<file path="src/design/hsl2rgb_pkg.sv">
// Shared types and constants for the HSL to RGB converter.
// Pixel structs for both channels and the default fraction width.
// No dependencies.
package hsl2rgb_pkg;

  localparam int unsigned FracBitsDefault = 16;
  localparam int unsigned HueBits         = 16;
  localparam int unsigned ChanBits        = 8;

  typedef struct packed {
    logic [HueBits-1:0] hue;
    logic [HueBits-1:0] saturation;
    logic [HueBits-1:0] lightness;
  } hsl_pix_t;

  typedef struct packed {
    logic [ChanBits-1:0] red;
    logic [ChanBits-1:0] green;
    logic [ChanBits-1:0] blue;
  } rgb_pix_t;

endpackage

</file>
<file path="src/design/hsl2rgb_norm.sv">
// Input scaling, two pipeline stages: hue to a fraction of a turn,
// saturation and lightness divided by full scale (65535) into fixed point.
// Depends on hsl2rgb_pkg.
module hsl2rgb_norm #(
  parameter int unsigned FracBits = hsl2rgb_pkg::FracBitsDefault
) (
  input  logic                     clk_i,
  input  logic [1:0]               en_i,
  input  hsl2rgb_pkg::hsl_pix_t    pix_i,
  output logic [FracBits-1:0]      h_o,
  output logic [FracBits:0]        s_o,
  output logic [FracBits:0]        l_o
);
  import hsl2rgb_pkg::*;

  localparam int unsigned W         = HueBits + FracBits;
  localparam int unsigned RW        = W + 2;
  localparam int unsigned DivShift  = 16;
  localparam int unsigned RemBits   = 18;
  localparam int unsigned FullScale = 65535;

  logic [W-1:0]              hw;
  logic [1:0][W-1:0]         a;
  logic [1:0][FracBits:0]    q0;
  logic [1:0][RW-1:0]        rf;
  logic [1:0][RemBits-1:0]   r;
  logic [1:0][FracBits:0]    qc;

  logic [FracBits-1:0]       h1_q;
  logic [1:0][FracBits:0]    q0_q;
  logic [1:0][RemBits-1:0]   r_q;
  logic [FracBits-1:0]       h2_q;
  logic [1:0][FracBits:0]    sl_q;

  // x/65535 ~ x>>16 + x>>32, short by at most two; remainder fixes it
  always_comb begin
    hw   = {pix_i.hue, {FracBits{1'b0}}};
    a[0] = {pix_i.saturation, {FracBits{1'b0}}};
    a[1] = {pix_i.lightness, {FracBits{1'b0}}};
    for (int i = 0; i < 2; i++) begin
      q0[i] = (FracBits+1)'(a[i] >> DivShift) + (FracBits+1)'(a[i] >> (2 * DivShift));
      rf[i] = RW'(a[i]) - (RW'(q0[i]) << DivShift) + RW'(q0[i]);
      r[i]  = rf[i][RemBits-1:0];
    end
  end

  always_ff @(posedge clk_i) begin
    if (en_i[0]) begin
      h1_q <= hw[W-1:HueBits];
      q0_q <= q0;
      r_q  <= r;
    end
  end

  always_comb begin
    for (int i = 0; i < 2; i++) begin
      if (r_q[i] >= RemBits'(2 * FullScale)) begin
        qc[i] = q0_q[i] + (FracBits+1)'(2);
      end else if (r_q[i] >= RemBits'(FullScale)) begin
        qc[i] = q0_q[i] + (FracBits+1)'(1);
      end else begin
        qc[i] = q0_q[i];
      end
    end
  end

  always_ff @(posedge clk_i) begin
    if (en_i[1]) begin
      h2_q <= h1_q;
      sl_q <= qc;
    end
  end

  assign h_o = h2_q;
  assign s_o = sl_q[0];
  assign l_o = sl_q[1];

endmodule

</file>
<file path="src/design/hsl2rgb_qp.sv">
// Two stages: product L*S, then the q and p levels and the three hue
// positions (hue plus a third, hue, hue minus a third).
// Depends on hsl2rgb_pkg.
module hsl2rgb_qp #(
  parameter int unsigned FracBits = hsl2rgb_pkg::FracBitsDefault
) (
  input  logic                       clk_i,
  input  logic [1:0]                 en_i,
  input  logic [FracBits-1:0]        h_i,
  input  logic [FracBits:0]          s_i,
  input  logic [FracBits:0]          l_i,
  output logic [FracBits:0]          p_o,
  output logic [FracBits:0]          q_o,
  output logic [2:0][FracBits-1:0]   t_o
);
  import hsl2rgb_pkg::*;

  localparam longint unsigned OneL  = 64'd1 << FracBits;
  localparam logic [FracBits:0]   One   = (FracBits+1)'(OneL);
  localparam logic [FracBits:0]   Half  = (FracBits+1)'(OneL >> 1);
  localparam logic [FracBits-1:0] Third = FracBits'((OneL + 64'd1) / 64'd3);

  logic [2*FracBits+1:0]     prod;
  logic [FracBits:0]         ls_q;
  logic [FracBits:0]         s3_q;
  logic [FracBits:0]         l3_q;
  logic [FracBits-1:0]       h3_q;

  logic [FracBits+1:0]       qraw;
  logic [FracBits:0]         qv;
  logic [FracBits+1:0]       two_l;
  logic [FracBits+1:0]       praw;
  logic [FracBits:0]         pv;
  logic [FracBits:0]         p_q;
  logic [FracBits:0]         q_q;
  logic [2:0][FracBits-1:0]  t_q;

  assign prod = (2*FracBits+2)'(l_i) * (2*FracBits+2)'(s_i);

  always_ff @(posedge clk_i) begin
    if (en_i[0]) begin
      ls_q <= prod[2*FracBits:FracBits];
      s3_q <= s_i;
      l3_q <= l_i;
      h3_q <= h_i;
    end
  end

  always_comb begin
    if (l3_q < Half) begin
      qraw = (FracBits+2)'(l3_q) + (FracBits+2)'(ls_q);
    end else begin
      qraw = (FracBits+2)'(l3_q) + (FracBits+2)'(s3_q) - (FracBits+2)'(ls_q);
    end
    qv    = (qraw > (FracBits+2)'(One)) ? One : qraw[FracBits:0];
    two_l = {l3_q, 1'b0};
    if (two_l < (FracBits+2)'(qv)) begin
      praw = '0;
    end else begin
      praw = two_l - (FracBits+2)'(qv);
    end
    pv = (praw > (FracBits+2)'(One)) ? One : praw[FracBits:0];
    if (pv > qv) begin
      pv = qv;
    end
  end

  always_ff @(posedge clk_i) begin
    if (en_i[1]) begin
      p_q    <= pv;
      q_q    <= qv;
      t_q[0] <= h3_q + Third;
      t_q[1] <= h3_q;
      t_q[2] <= h3_q - Third;
    end
  end

  assign p_o = p_q;
  assign q_o = q_q;
  assign t_o = t_q;

endmodule

</file>
<file path="src/design/hsl2rgb_ramp.sv">
// One color channel, three stages: ramp segment and slope factor,
// slope multiply, then scale by 255 with saturation at 255.
// Depends on hsl2rgb_pkg.
module hsl2rgb_ramp #(
  parameter int unsigned FracBits = hsl2rgb_pkg::FracBitsDefault
) (
  input  logic                               clk_i,
  input  logic [2:0]                         en_i,
  input  logic [FracBits:0]                  p_i,
  input  logic [FracBits:0]                  q_i,
  input  logic [FracBits-1:0]                t_i,
  output logic [hsl2rgb_pkg::ChanBits-1:0]   chan_o
);
  import hsl2rgb_pkg::*;

  typedef enum logic [1:0] {
    SegRise  = 2'd0,
    SegHoldQ = 2'd1,
    SegFall  = 2'd2,
    SegHoldP = 2'd3
  } ramp_seg_e;

  localparam longint unsigned OneL      = 64'd1 << FracBits;
  localparam logic [FracBits-1:0] Sixth     = FracBits'((OneL + 64'd3) / 64'd6);
  localparam logic [FracBits-1:0] Half      = FracBits'(OneL >> 1);
  localparam logic [FracBits-1:0] TwoThirds = FracBits'((64'd2 * OneL + 64'd1) / 64'd3);
  localparam int unsigned MW = FracBits + 3;
  localparam int unsigned PW = 2 * FracBits + 4;
  localparam int unsigned VW = FracBits + 2;
  localparam int unsigned SW = VW + ChanBits;
  localparam logic [ChanBits-1:0] ChanMax = '1;

  ramp_seg_e             seg;
  logic [FracBits-1:0]   fall;
  logic [MW-1:0]         m;
  logic [FracBits:0]     base;

  logic [FracBits:0]     d_q;
  logic [MW-1:0]         m_q;
  logic [FracBits:0]     base_q;

  logic [PW-1:0]         prod;
  logic [PW-1:0]         vsum;
  logic [VW-1:0]         v_q;

  logic [SW-1:0]         scaled;
  logic [SW-FracBits-1:0] sc_int;
  logic [ChanBits-1:0]   chan_q;

  always_comb begin
    if (t_i < Sixth) begin
      seg = SegRise;
    end else if (t_i < Half) begin
      seg = SegHoldQ;
    end else if (t_i < TwoThirds) begin
      seg = SegFall;
    end else begin
      seg = SegHoldP;
    end
    fall = TwoThirds - t_i;
    case (seg)
      SegRise: begin
        m    = (MW'(t_i) << 2) + (MW'(t_i) << 1);
        base = p_i;
      end
      SegHoldQ: begin
        m    = '0;
        base = q_i;
      end
      SegFall: begin
        m    = (MW'(fall) << 2) + (MW'(fall) << 1);
        base = p_i;
      end
      default: begin
        m    = '0;
        base = p_i;
      end
    endcase
  end

  always_ff @(posedge clk_i) begin
    if (en_i[0]) begin
      d_q    <= q_i - p_i;
      m_q    <= m;
      base_q <= base;
    end
  end

  assign prod = PW'(d_q) * PW'(m_q);
  assign vsum = PW'(base_q) + (prod >> FracBits);

  always_ff @(posedge clk_i) begin
    if (en_i[1]) begin
      v_q <= vsum[VW-1:0];
    end
  end

  assign scaled = {v_q, {ChanBits{1'b0}}} - SW'(v_q);
  assign sc_int = scaled[SW-1:FracBits];

  always_ff @(posedge clk_i) begin
    if (en_i[2]) begin
      chan_q <= (sc_int > (SW-FracBits)'(ChanMax)) ? ChanMax : sc_int[ChanBits-1:0];
    end
  end

  assign chan_o = chan_q;

endmodule

</file>
<file path="src/design/hsl_to_rgb_converter_unit.sv">
// HSL to RGB converter top level: seven-stage pipeline with stage valids.
// Instantiates hsl2rgb_norm, hsl2rgb_qp and three hsl2rgb_ramp channels.
// Depends on hsl2rgb_pkg.
//
//   channel | direction | handshake              | payload
//   --------+-----------+------------------------+-----------------------------
//   in      | input     | in_valid_i / in_stall_o | in_pix_i  (hue, sat, light)
//   out     | output    | out_valid_o / out_stall_i | out_pix_o (red, green, blue)
//
// One pixel per cycle sustained while out_stall_i stays low. The datapath
// stages are scale, divide fixup, L*S multiply, q/p, segment, slope multiply and
// 255 scale. Reset clears the stage valids only. An out stall holds the
// output stage; earlier stages keep moving until the bubbles are filled,
// and in_stall_o rises only when every stage holds a pixel.
module hsl_to_rgb_converter_unit #(
  parameter int unsigned FracBits = hsl2rgb_pkg::FracBitsDefault
) (
  input  logic                    clk_i,
  input  logic                    rst_ni,
  input  logic                    in_valid_i,
  output logic                    in_stall_o,
  input  hsl2rgb_pkg::hsl_pix_t   in_pix_i,
  output logic                    out_valid_o,
  input  logic                    out_stall_i,
  output hsl2rgb_pkg::rgb_pix_t   out_pix_o
);
  import hsl2rgb_pkg::*;

  localparam int unsigned NumStages = 7;

  logic [NumStages-1:0]        valid_q;
  logic [NumStages-1:0]        valid_d;
  logic [NumStages-1:0]        en;
  logic [NumStages-1:0]        src;

  logic [FracBits-1:0]         h;
  logic [FracBits:0]           s;
  logic [FracBits:0]           l;
  logic [FracBits:0]           p;
  logic [FracBits:0]           q;
  logic [2:0][FracBits-1:0]    t;
  logic [2:0][ChanBits-1:0]    chan;

  // a stage may load when empty or when its contents move on
  always_comb begin
    en[NumStages-1] = !valid_q[NumStages-1] || !out_stall_i;
    for (int k = NumStages - 2; k >= 0; k--) begin
      en[k] = !valid_q[k] || en[k+1];
    end
    src = {valid_q[NumStages-2:0], in_valid_i};
    for (int k = 0; k < NumStages; k++) begin
      valid_d[k] = en[k] ? src[k] : valid_q[k];
    end
  end

  always_ff @(posedge clk_i or negedge rst_ni) begin
    if (!rst_ni) begin
      valid_q <= '0;
    end else begin
      valid_q <= valid_d;
    end
  end

  assign in_stall_o  = !en[0];
  assign out_valid_o = valid_q[NumStages-1];

  hsl2rgb_norm #(.FracBits(FracBits)) u_norm (
    .clk_i (clk_i),
    .en_i  (en[1:0]),
    .pix_i (in_pix_i),
    .h_o   (h),
    .s_o   (s),
    .l_o   (l)
  );

  hsl2rgb_qp #(.FracBits(FracBits)) u_qp (
    .clk_i (clk_i),
    .en_i  (en[3:2]),
    .h_i   (h),
    .s_i   (s),
    .l_i   (l),
    .p_o   (p),
    .q_o   (q),
    .t_o   (t)
  );

  for (genvar c = 0; c < 3; c++) begin : g_chan
    hsl2rgb_ramp #(.FracBits(FracBits)) u_ramp (
      .clk_i  (clk_i),
      .en_i   (en[6:4]),
      .p_i    (p),
      .q_i    (q),
      .t_i    (t[c]),
      .chan_o (chan[c])
    );
  end

  always_comb begin
    out_pix_o.red   = chan[0];
    out_pix_o.green = chan[1];
    out_pix_o.blue  = chan[2];
  end

`ifndef SYNTHESIS
  a_stall_only_when_full: assert property (@(posedge clk_i) disable iff (!rst_ni)
    in_stall_o |-> (&valid_q))
    else $error("input stalled while a pipeline stage is empty");

  a_no_out_stall_no_in_stall: assert property (@(posedge clk_i) disable iff (!rst_ni)
    !out_stall_i |-> !in_stall_o)
    else $error("input stalled without output backpressure");

  a_transfer_enters: assert property (@(posedge clk_i) disable iff (!rst_ni)
    (in_valid_i && !in_stall_o) |=> valid_q[0])
    else $error("accepted transfer did not enter first stage");

  a_stage_moves: assert property (@(posedge clk_i) disable iff (!rst_ni)
    (valid_q[NumStages-2] && en[NumStages-1]) |=> out_valid_o)
    else $error("pixel lost between last two stages");
`endif

endmodule
</file>
<file path="config.mk">
export PLATFORM = sky130hd
export DESIGN_NAME = hsl_to_rgb_converter_unit
export DESIGN_NICKNAME = d
export VERILOG_FILES = /design/src/design/hsl2rgb_pkg.sv /design/src/design/hsl2rgb_norm.sv /design/src/design/hsl2rgb_qp.sv /design/src/design/hsl2rgb_ramp.sv /design/src/design/hsl_to_rgb_converter_unit.sv
export SDC_FILE = /design/constraint.sdc
export NUM_CORES = 2
export LEC_CHECK = 0
export BUFFER_PORTS_ARGS = -buffer_cell sky130_fd_sc_hd__buf_2
export CORE_UTILIZATION = 67
export CTS_CLUSTER_DIAMETER = 120
export DETAILED_ROUTE_END_ITERATION = 10
export MAX_ROUTING_LAYER = met4
export PLACE_DENSITY = 0.82
export SYNTH_ARGS = -nofsm -noshare
export SYNTH_HDL_FRONTEND = slang
export SYNTH_SLANG_ARGS = --single-unit
</file>
<file path="constraint.sdc">
create_clock -name clk_i -period 11.1 [get_ports clk_i]
set_input_delay 0.555 -clock clk_i [delete_from_list [all_inputs] [get_ports clk_i]]
set_output_delay 0.555 -clock clk_i [all_outputs]
set_load 0.005 [all_outputs]
</file>
* After elaboration in Yosys (flattened, before gate mapping)
Index checks and enable logic that the tools add are counted.
W data, S select, Z words.
** Storage, ports and cells
- Register bits :: 493
- Bits of input ports :: 52
- Output and inout bits :: 26
** Cells by class
- Add/sub/neg operators :: 30
- $mul :: 4
- $lt $le $gt $ge :: 21
- Equality and inequality tests :: 6
- Multiplexer cells :: 24
- Reductions and logical operators :: 19
** Operators by type and width (number)
- $mux W17 :: 10
- $add A18 B17 Y19 :: 6
- $pmux W19 S2 :: 3
- $mul A17 B19 Y34 :: 3
- $lt A16 B16 Y1 const B :: 6
- $sub A26 B18 Y26 :: 3
- $add A17 B18 Y18 :: 3
- $lt A16 B14 Y1 const B :: 3
- $sub A16 B16 Y16 const A :: 3
- $add A17 B17 Y18 :: 2
- $add A18 B16 Y18 :: 2
- $ge A18 B16 Y1 const B :: 2
- $ge A18 B17 Y1 const B :: 2
- $gt A18 B17 Y1 const B :: 2
- $mux W18 :: 2
- $sub A18 B17 Y18 :: 2
- $sub A18 B18 Y18 :: 2
- $add A16 B1 Y17 const B :: 2
- $add A16 B2 Y17 const B :: 2
- $mul A17 B17 Y33 :: 1
- $gt A10 B8 Y1 const B :: 3
- $lt A18 B17 Y1 :: 1
- $gt A17 B17 Y1 :: 1
- $lt A17 B16 Y1 const B :: 1
- 10 further kinds :: 37

* Logic depth before layout (Yosys ltp)
- Depth in word-level cells :: 11
- Depth in mapped cells :: 45
- Gate-level depth less buffers :: 44

* Cells and area by module
From an unflattened synthesis, not the netlist that was laid out.
** Second synthesis, totals
- Cell total of the unflattened synthesis :: 7481
- Area total of the unflattened synthesis :: 71016.9 um^2
** Modules (own cells, without submodules)
- hsl2rgb_qp :: times used 1, cells an instance 1907, area an instance 18301.3 um^2
- hsl2rgb_ramp at g_chan[2].u_ramp :: times used 1, cells an instance 1749, area an instance 15816.4 um^2
- hsl2rgb_ramp at g_chan[1].u_ramp :: times used 1, cells an instance 1748, area an instance 15807.7 um^2
- hsl2rgb_ramp at g_chan[0].u_ramp :: times used 1, cells an instance 1733, area an instance 15660.0 um^2
- hsl2rgb_norm :: times used 1, cells an instance 318, area an instance 5133.7 um^2
- hsl_to_rgb_converter_unit :: times used 1, cells an instance 26, area an instance 297.8 um^2

* Worst setup path after synthesis
OpenSTA, ideal clock, no wires.
- Path type :: register to register
- Start point :: register u_qp.l3_q[1]
- End point :: register u_qp.p_q[2] (netlist: u_qp.p_o[2]), data pin
- Library setup time :: 0.155 ns
- Arrival time :: 8.802 ns
- Slack :: 2.144 ns
- Cell stages (with the launch flop) :: 39
- Buffers on the path :: 2
- Period minus slack after synthesis :: 8.956 ns
- Path through :: edfxtp_1 > inv_1 > fa_1 > inv_1 > ha_1 > a211o_1 > a311oi_1 > o31ai_1 > xor2_1 > a221oi_2 > o211ai_1 > nor4b_4 > nand4_4 > nand2_1 > nand2_1 > ha_1 > nor2b_1 > o21a_1 > [... 3 more ...] > a211oi_1 > o21a_1 > o21ai_0 > nor3b_1 > clkbuf_1 > clkbuf_1 > nor4_2 > ha_1 > a21o_1 > a21o_1 > a21oi_1 > o21ai_0 > a221oi_1 > o21ai_0 > o41ai_1 > inv_1 > or4_1 > o22ai_1
** Between the ends
- Longest elaborated chain between the ends :: 11
- Elaborated cells on any way between the ends :: 14
- Classes of those cells :: 4 x add/sub; 5 x order compare; 5 x mux
** RTL lines
- start: declaration :: line hsl2rgb_qp.sv:26 : logic [FracBits:0] l3_q;
- start signal: assignment :: line hsl2rgb_qp.sv:44 : l3_q <= l_i;
- $add A17 B17 Y18 :: line hsl2rgb_qp.sv:53 : qraw = (FracBits+2)'(l3_q) + (FracBits+2)'(s3_q) - (FracBits+2)'(ls_q);
- $sub A18 B17 Y18 :: line hsl2rgb_qp.sv:53
- $mux W18 :: line hsl2rgb_qp.sv:50 : if (l3_q < Half) begin
- $gt A18 B17 Y1 :: line hsl2rgb_qp.sv:55 : qv = (qraw > (FracBits+2)'(One)) ? One : qraw[FracBits:0];
- $mux W17 :: line hsl2rgb_qp.sv:55
- $sub A18 B17 Y18 / $lt A18 B17 Y1 (equally long branches) :: line hsl2rgb_qp.sv:60, hsl2rgb_qp.sv:57
- $mux W18 :: line hsl2rgb_qp.sv:57 : if (two_l < (FracBits+2)'(qv)) begin
- $gt A18 B17 Y1 :: line hsl2rgb_qp.sv:62 : pv = (praw > (FracBits+2)'(One)) ? One : praw[FracBits:0];
- $mux W17 :: line hsl2rgb_qp.sv:62
- $gt A17 B17 Y1 :: line hsl2rgb_qp.sv:63 : if (pv > qv) begin
- $mux W17 (*) :: line hsl2rgb_qp.sv:63
- named net u_qp.pv[2] :: line hsl2rgb_qp.sv:33 : logic [FracBits:0] pv;
- end signal: assignment :: line hsl2rgb_qp.sv:70 : p_q <= pv;
- end: declaration :: line hsl2rgb_qp.sv:34 : logic [FracBits:0] p_q;
The timed path passes the listed nets; every way through them passes the cells marked *.
A chain may end at the register's enable or synchronous reset.

* Final worst setup path
- Start point :: register u_qp.l3_q[1]
- End point :: register u_qp.p_q[1] (netlist: u_qp.p_o[1]), data pin
Same word-level chain as after synthesis.

==> out/results.ini <==
[setup_path]
critPathKind = reg2reg
critical_path.max_stage_delay_ns = 0.81
worstPathRequired_ns = 11.61
critPathLaunchType = flip-flop
crit_arrival_ns = 10.89
slowest_stage = a2111oi_0
critPathMaxFanout = 20
end_kind = flip-flop

[final_layout]
nets = 8650
area_growth_pct = 5.05
num-fill-cells = 7256
layout-drive-gt1-share_pct = 4.35

[clocking]
cts_max_path_buffers = 3
h-tree-depth = 2
cts_tree = done
cts_sinks = 483
post_cts_buffers = 0
clk_pin_slew_ns = 0.06
cts_buffers = 57
clk_latency_ns = 0.68
root_buffer = clkbuf_16

[floorplan]
fp.dieW_um = 318
dieArea_um2 = 101000
die_h_um = 318
fp.coreArea_um2 = 98600
core.rowCount = 115
initial_utilization_pct = 67.8
num_io_pins = 78

[detailed_routing]
top_layer = met4
wl_met3_um = 13800
drt-wirelength-per-cell_um = 19.6
dr.pass1.iters = 7
wirelength_um = 162000
drt_iter0_markers = 3523
vias = 48400
final_antenna_net_count = 0
via_per_inst = 5.87
routedLengthMet1_um = 63300
drc = 0
met2_length_um = 76700

[global_routing]
grt_antenna_before_repair = 3
track_usage_pct = 33.9
grt_pass1_wl_um = 263000
grt_max_degree = 71
grt_pass1_vias = 50700
grt.overflow.total = 0

[placed_design]
dp_hpwl_um = 125000
gp_congestion = 0.965
portBuffers = 77

[synth]
syn_inst = 6996
ys_seq_elements = 483
async_reset_ff_share_pct = 1.45
yosys_warnings = 0
netlist_area_um2 = 66800
syn_avg_cell_area_um2 = 9.55
synthDistinctLibCells = 90
ys.flop_type = edfxtp_1
synth_edf_count = 476
seq_area_frac_synth_pct = 21.6

[sta]
min_period_over_period_pct = 93.5
period_minus_slack_ns = 10.38
setup_violations = 0
skew_ns = 0.0482
hold_viol = 0
finalSetupTns_ns = 0
finalMaxSlewViolations = 0
slew_headroom_pct = 21.6
worst_slew_pin_slew_ns = 1.18
rsz0062_at_grt = no
fmax_mhz = 96.3

[status]
status = finished, final reports clean

[job]
max_cap_viol_count = 0

[min_path]
min_path_type = in2reg

==> synth_stat cells (all sizes together) (10+ instances only) <==
| cell type | number | area share [%] |
|---|---|---|
| nor2 | 199 | 1.1 |
| and2 | 346 | 3.2 |
| a21boi | 19 | 0.21 |
| fa | 958 | 29 |
| and3 | 29 | 0.27 |
| nand2 | 1074 | 6.0 |
| edfxtp | 476 | 21 |
| nand4 | 37 | 0.37 |
| nor2b | 47 | 0.44 |
| nand3 | 59 | 0.44 |
| xnor2 | 226 | 3.0 |
| o21ai | 186 | 1.4 |
| a211oi | 30 | 0.35 |
| xor2 | 106 | 1.4 |
| a21o | 95 | 1.1 |
| mux2i | 13 | 0.19 |
| o21bai | 47 | 0.53 |
| a21oi | 198 | 1.5 |
| o41ai | 14 | 0.21 |
| or3 | 34 | 0.32 |
| nor3 | 71 | 0.55 |
| a211o | 11 | 0.14 |
| o31ai | 12 | 0.13 |
| nor4 | 30 | 0.36 |
| nand2b | 41 | 0.38 |
| ha | 729 | 14 |
| or2 | 10 | 0.094 |
| inv | 1344 | 7.5 |
| clkbuf | 290 | 1.6 |
| a31oi | 11 | 0.15 |
| or4 | 12 | 0.13 |
| o211ai | 24 | 0.28 |
| o21a | 52 | 0.58 |
| o22ai | 50 | 0.48 |
==> state kept, by name (all words and copies together), names as in the netlist <==
name,count
g_chan.u_ramp.m_q,54
u_norm.q0_q,26
u_norm.l_o,17
u_qp.h3_q,16
u_qp.t_o,47
g_chan.u_ramp.chan_o,24
u_qp.s3_q,17
g_chan.u_ramp.v_q,54
g_chan.u_ramp.base_q,51
u_norm.h1_q,16
u_qp.l3_q,17
u_qp.ls_q,17
u_qp.q_o,17
g_chan.u_ramp.d_q,17
u_norm.s_o,17
u_qp.p_o,17
valid_q,7
u_norm.h_o,16
u_norm.r_q,36
==> critical path: cells and delay by family, from the launching register on <==
| kind | cells | cell delay (ns) |
|---|---|---|
| flip-flops | 1 | 0.43 |
| AO/OA/AOI/OAI | 19 | 4.72 |
| AND/OR/NAND/NOR | 11 | 2.54 |
| XOR/XNOR | 2 | 0.29 |
| buffers and inverters | 4 | 0.80 |
| adder cells (fa/ha/maj) | 4 | 1.41 |
==> metal layers <==
metal | GRT usage [%] | vias up
met1 | 42.3 | 23900
li1 | - | 22000
met4 | 14.8 | 0
met2 | 54.7 | 2052
met5 | - | -
met3 | 5.76 | 474
==> layout by cell type (no fill, tap or decap), types with 69 or more instances in the layout <==
| master | instances |
|---|---|
| a21o_1 | 95 |
| ha_1 | 729 |
| inv_1 | 1339 |
| nor2_1 | 198 |
| xor2_1 | 106 |
| nand2_1 | 1072 |
| o21ai_0 | 180 |
| xnor2_1 | 226 |
| buf_2 | 77 |
| fa_1 | 958 |
| and2_1 | 346 |
| edfxtp_1 | 476 |
| a21oi_1 | 198 |
| buf_4 | 73 |
| nor3_1 | 69 |
==> logic make-up (layout without fill, tap and decap cells) <==
group	after synthesis	count (layout)	share of synthesized area, %
xor+xnor	332	332	4.35
flops	483	483	21.6
other cells	1	6	0.00561
fa+ha+maj	1687	1687	42.3
buf+inv	1642	1602	9.25
simple gates	2011	2011	14.1
mux	22	22	0.346
compound gates	818	818	7.98
==> per-stage QoR <==
stage / hold WS, ns / util [%] / cells / setup WS [ns] / cell area (um^2)
6_report: 0.0499 / 71.2 / 8248 / 0.717 / 70200
3_3_place_gp: 0.401 / 69.3 / 8138 / 0.704 / 68300
2_1_floorplan: 0.259 / - / 6999 / 2.14 / 66800
3_5_place_dp: 0.405 / 69.3 / 8138 / 0.591 / 68300
5_1_grt: 0.0281 / 71.2 / 8247 / 0.0505 / 70200
4_1_cts: 0.0121 / 71.2 / 8246 / 0.568 / 70200
==> path summary, 6_finish.rpt <==
path	startpoint	to	slack, ns	depth (start not counted)
min	in_pix_i[38]	u_norm.h1_q[6]	0.05	1
max in group asynchronous	rst_ni	valid_q[0]	10.63	2
max reg2reg	u_qp.l3_q[1]	u_qp.p_o[1]	0.72	40
min reg2reg	u_norm.h1_q[7]	u_norm.h_o[7]	0.42	0
min in group asynchronous	rst_ni	valid_q[1]	0.30	2
max	u_qp.l3_q[1]	u_qp.p_o[1]	0.72	40
==> cell type report <==
class                   instances  area (um^2)  share of cell area (%)
clock inverters                41          429                   0.611
diodes                          2         5.00                 0.00713
clock buffers                  66         1480                    2.11
repair buffers                151          943                    1.34
multi-input cells            4874        46200                    65.8
inverters                    1344         5050                    7.19
flip-flops and latches        483        14500                    20.6
well taps                    1287         1610                    2.29
==> timing repair <==
item                                    in CTS  in global routing
hold buffers                                 1                  0
resized for setup                            0                  2
endpoints found under the hold margin        7                  0
endpoints found under the setup margin       0                 10
Power is left out: the tool's default activity adds up to more than one toggle a clock period on the data nets, which glitch-free logic cannot reach.
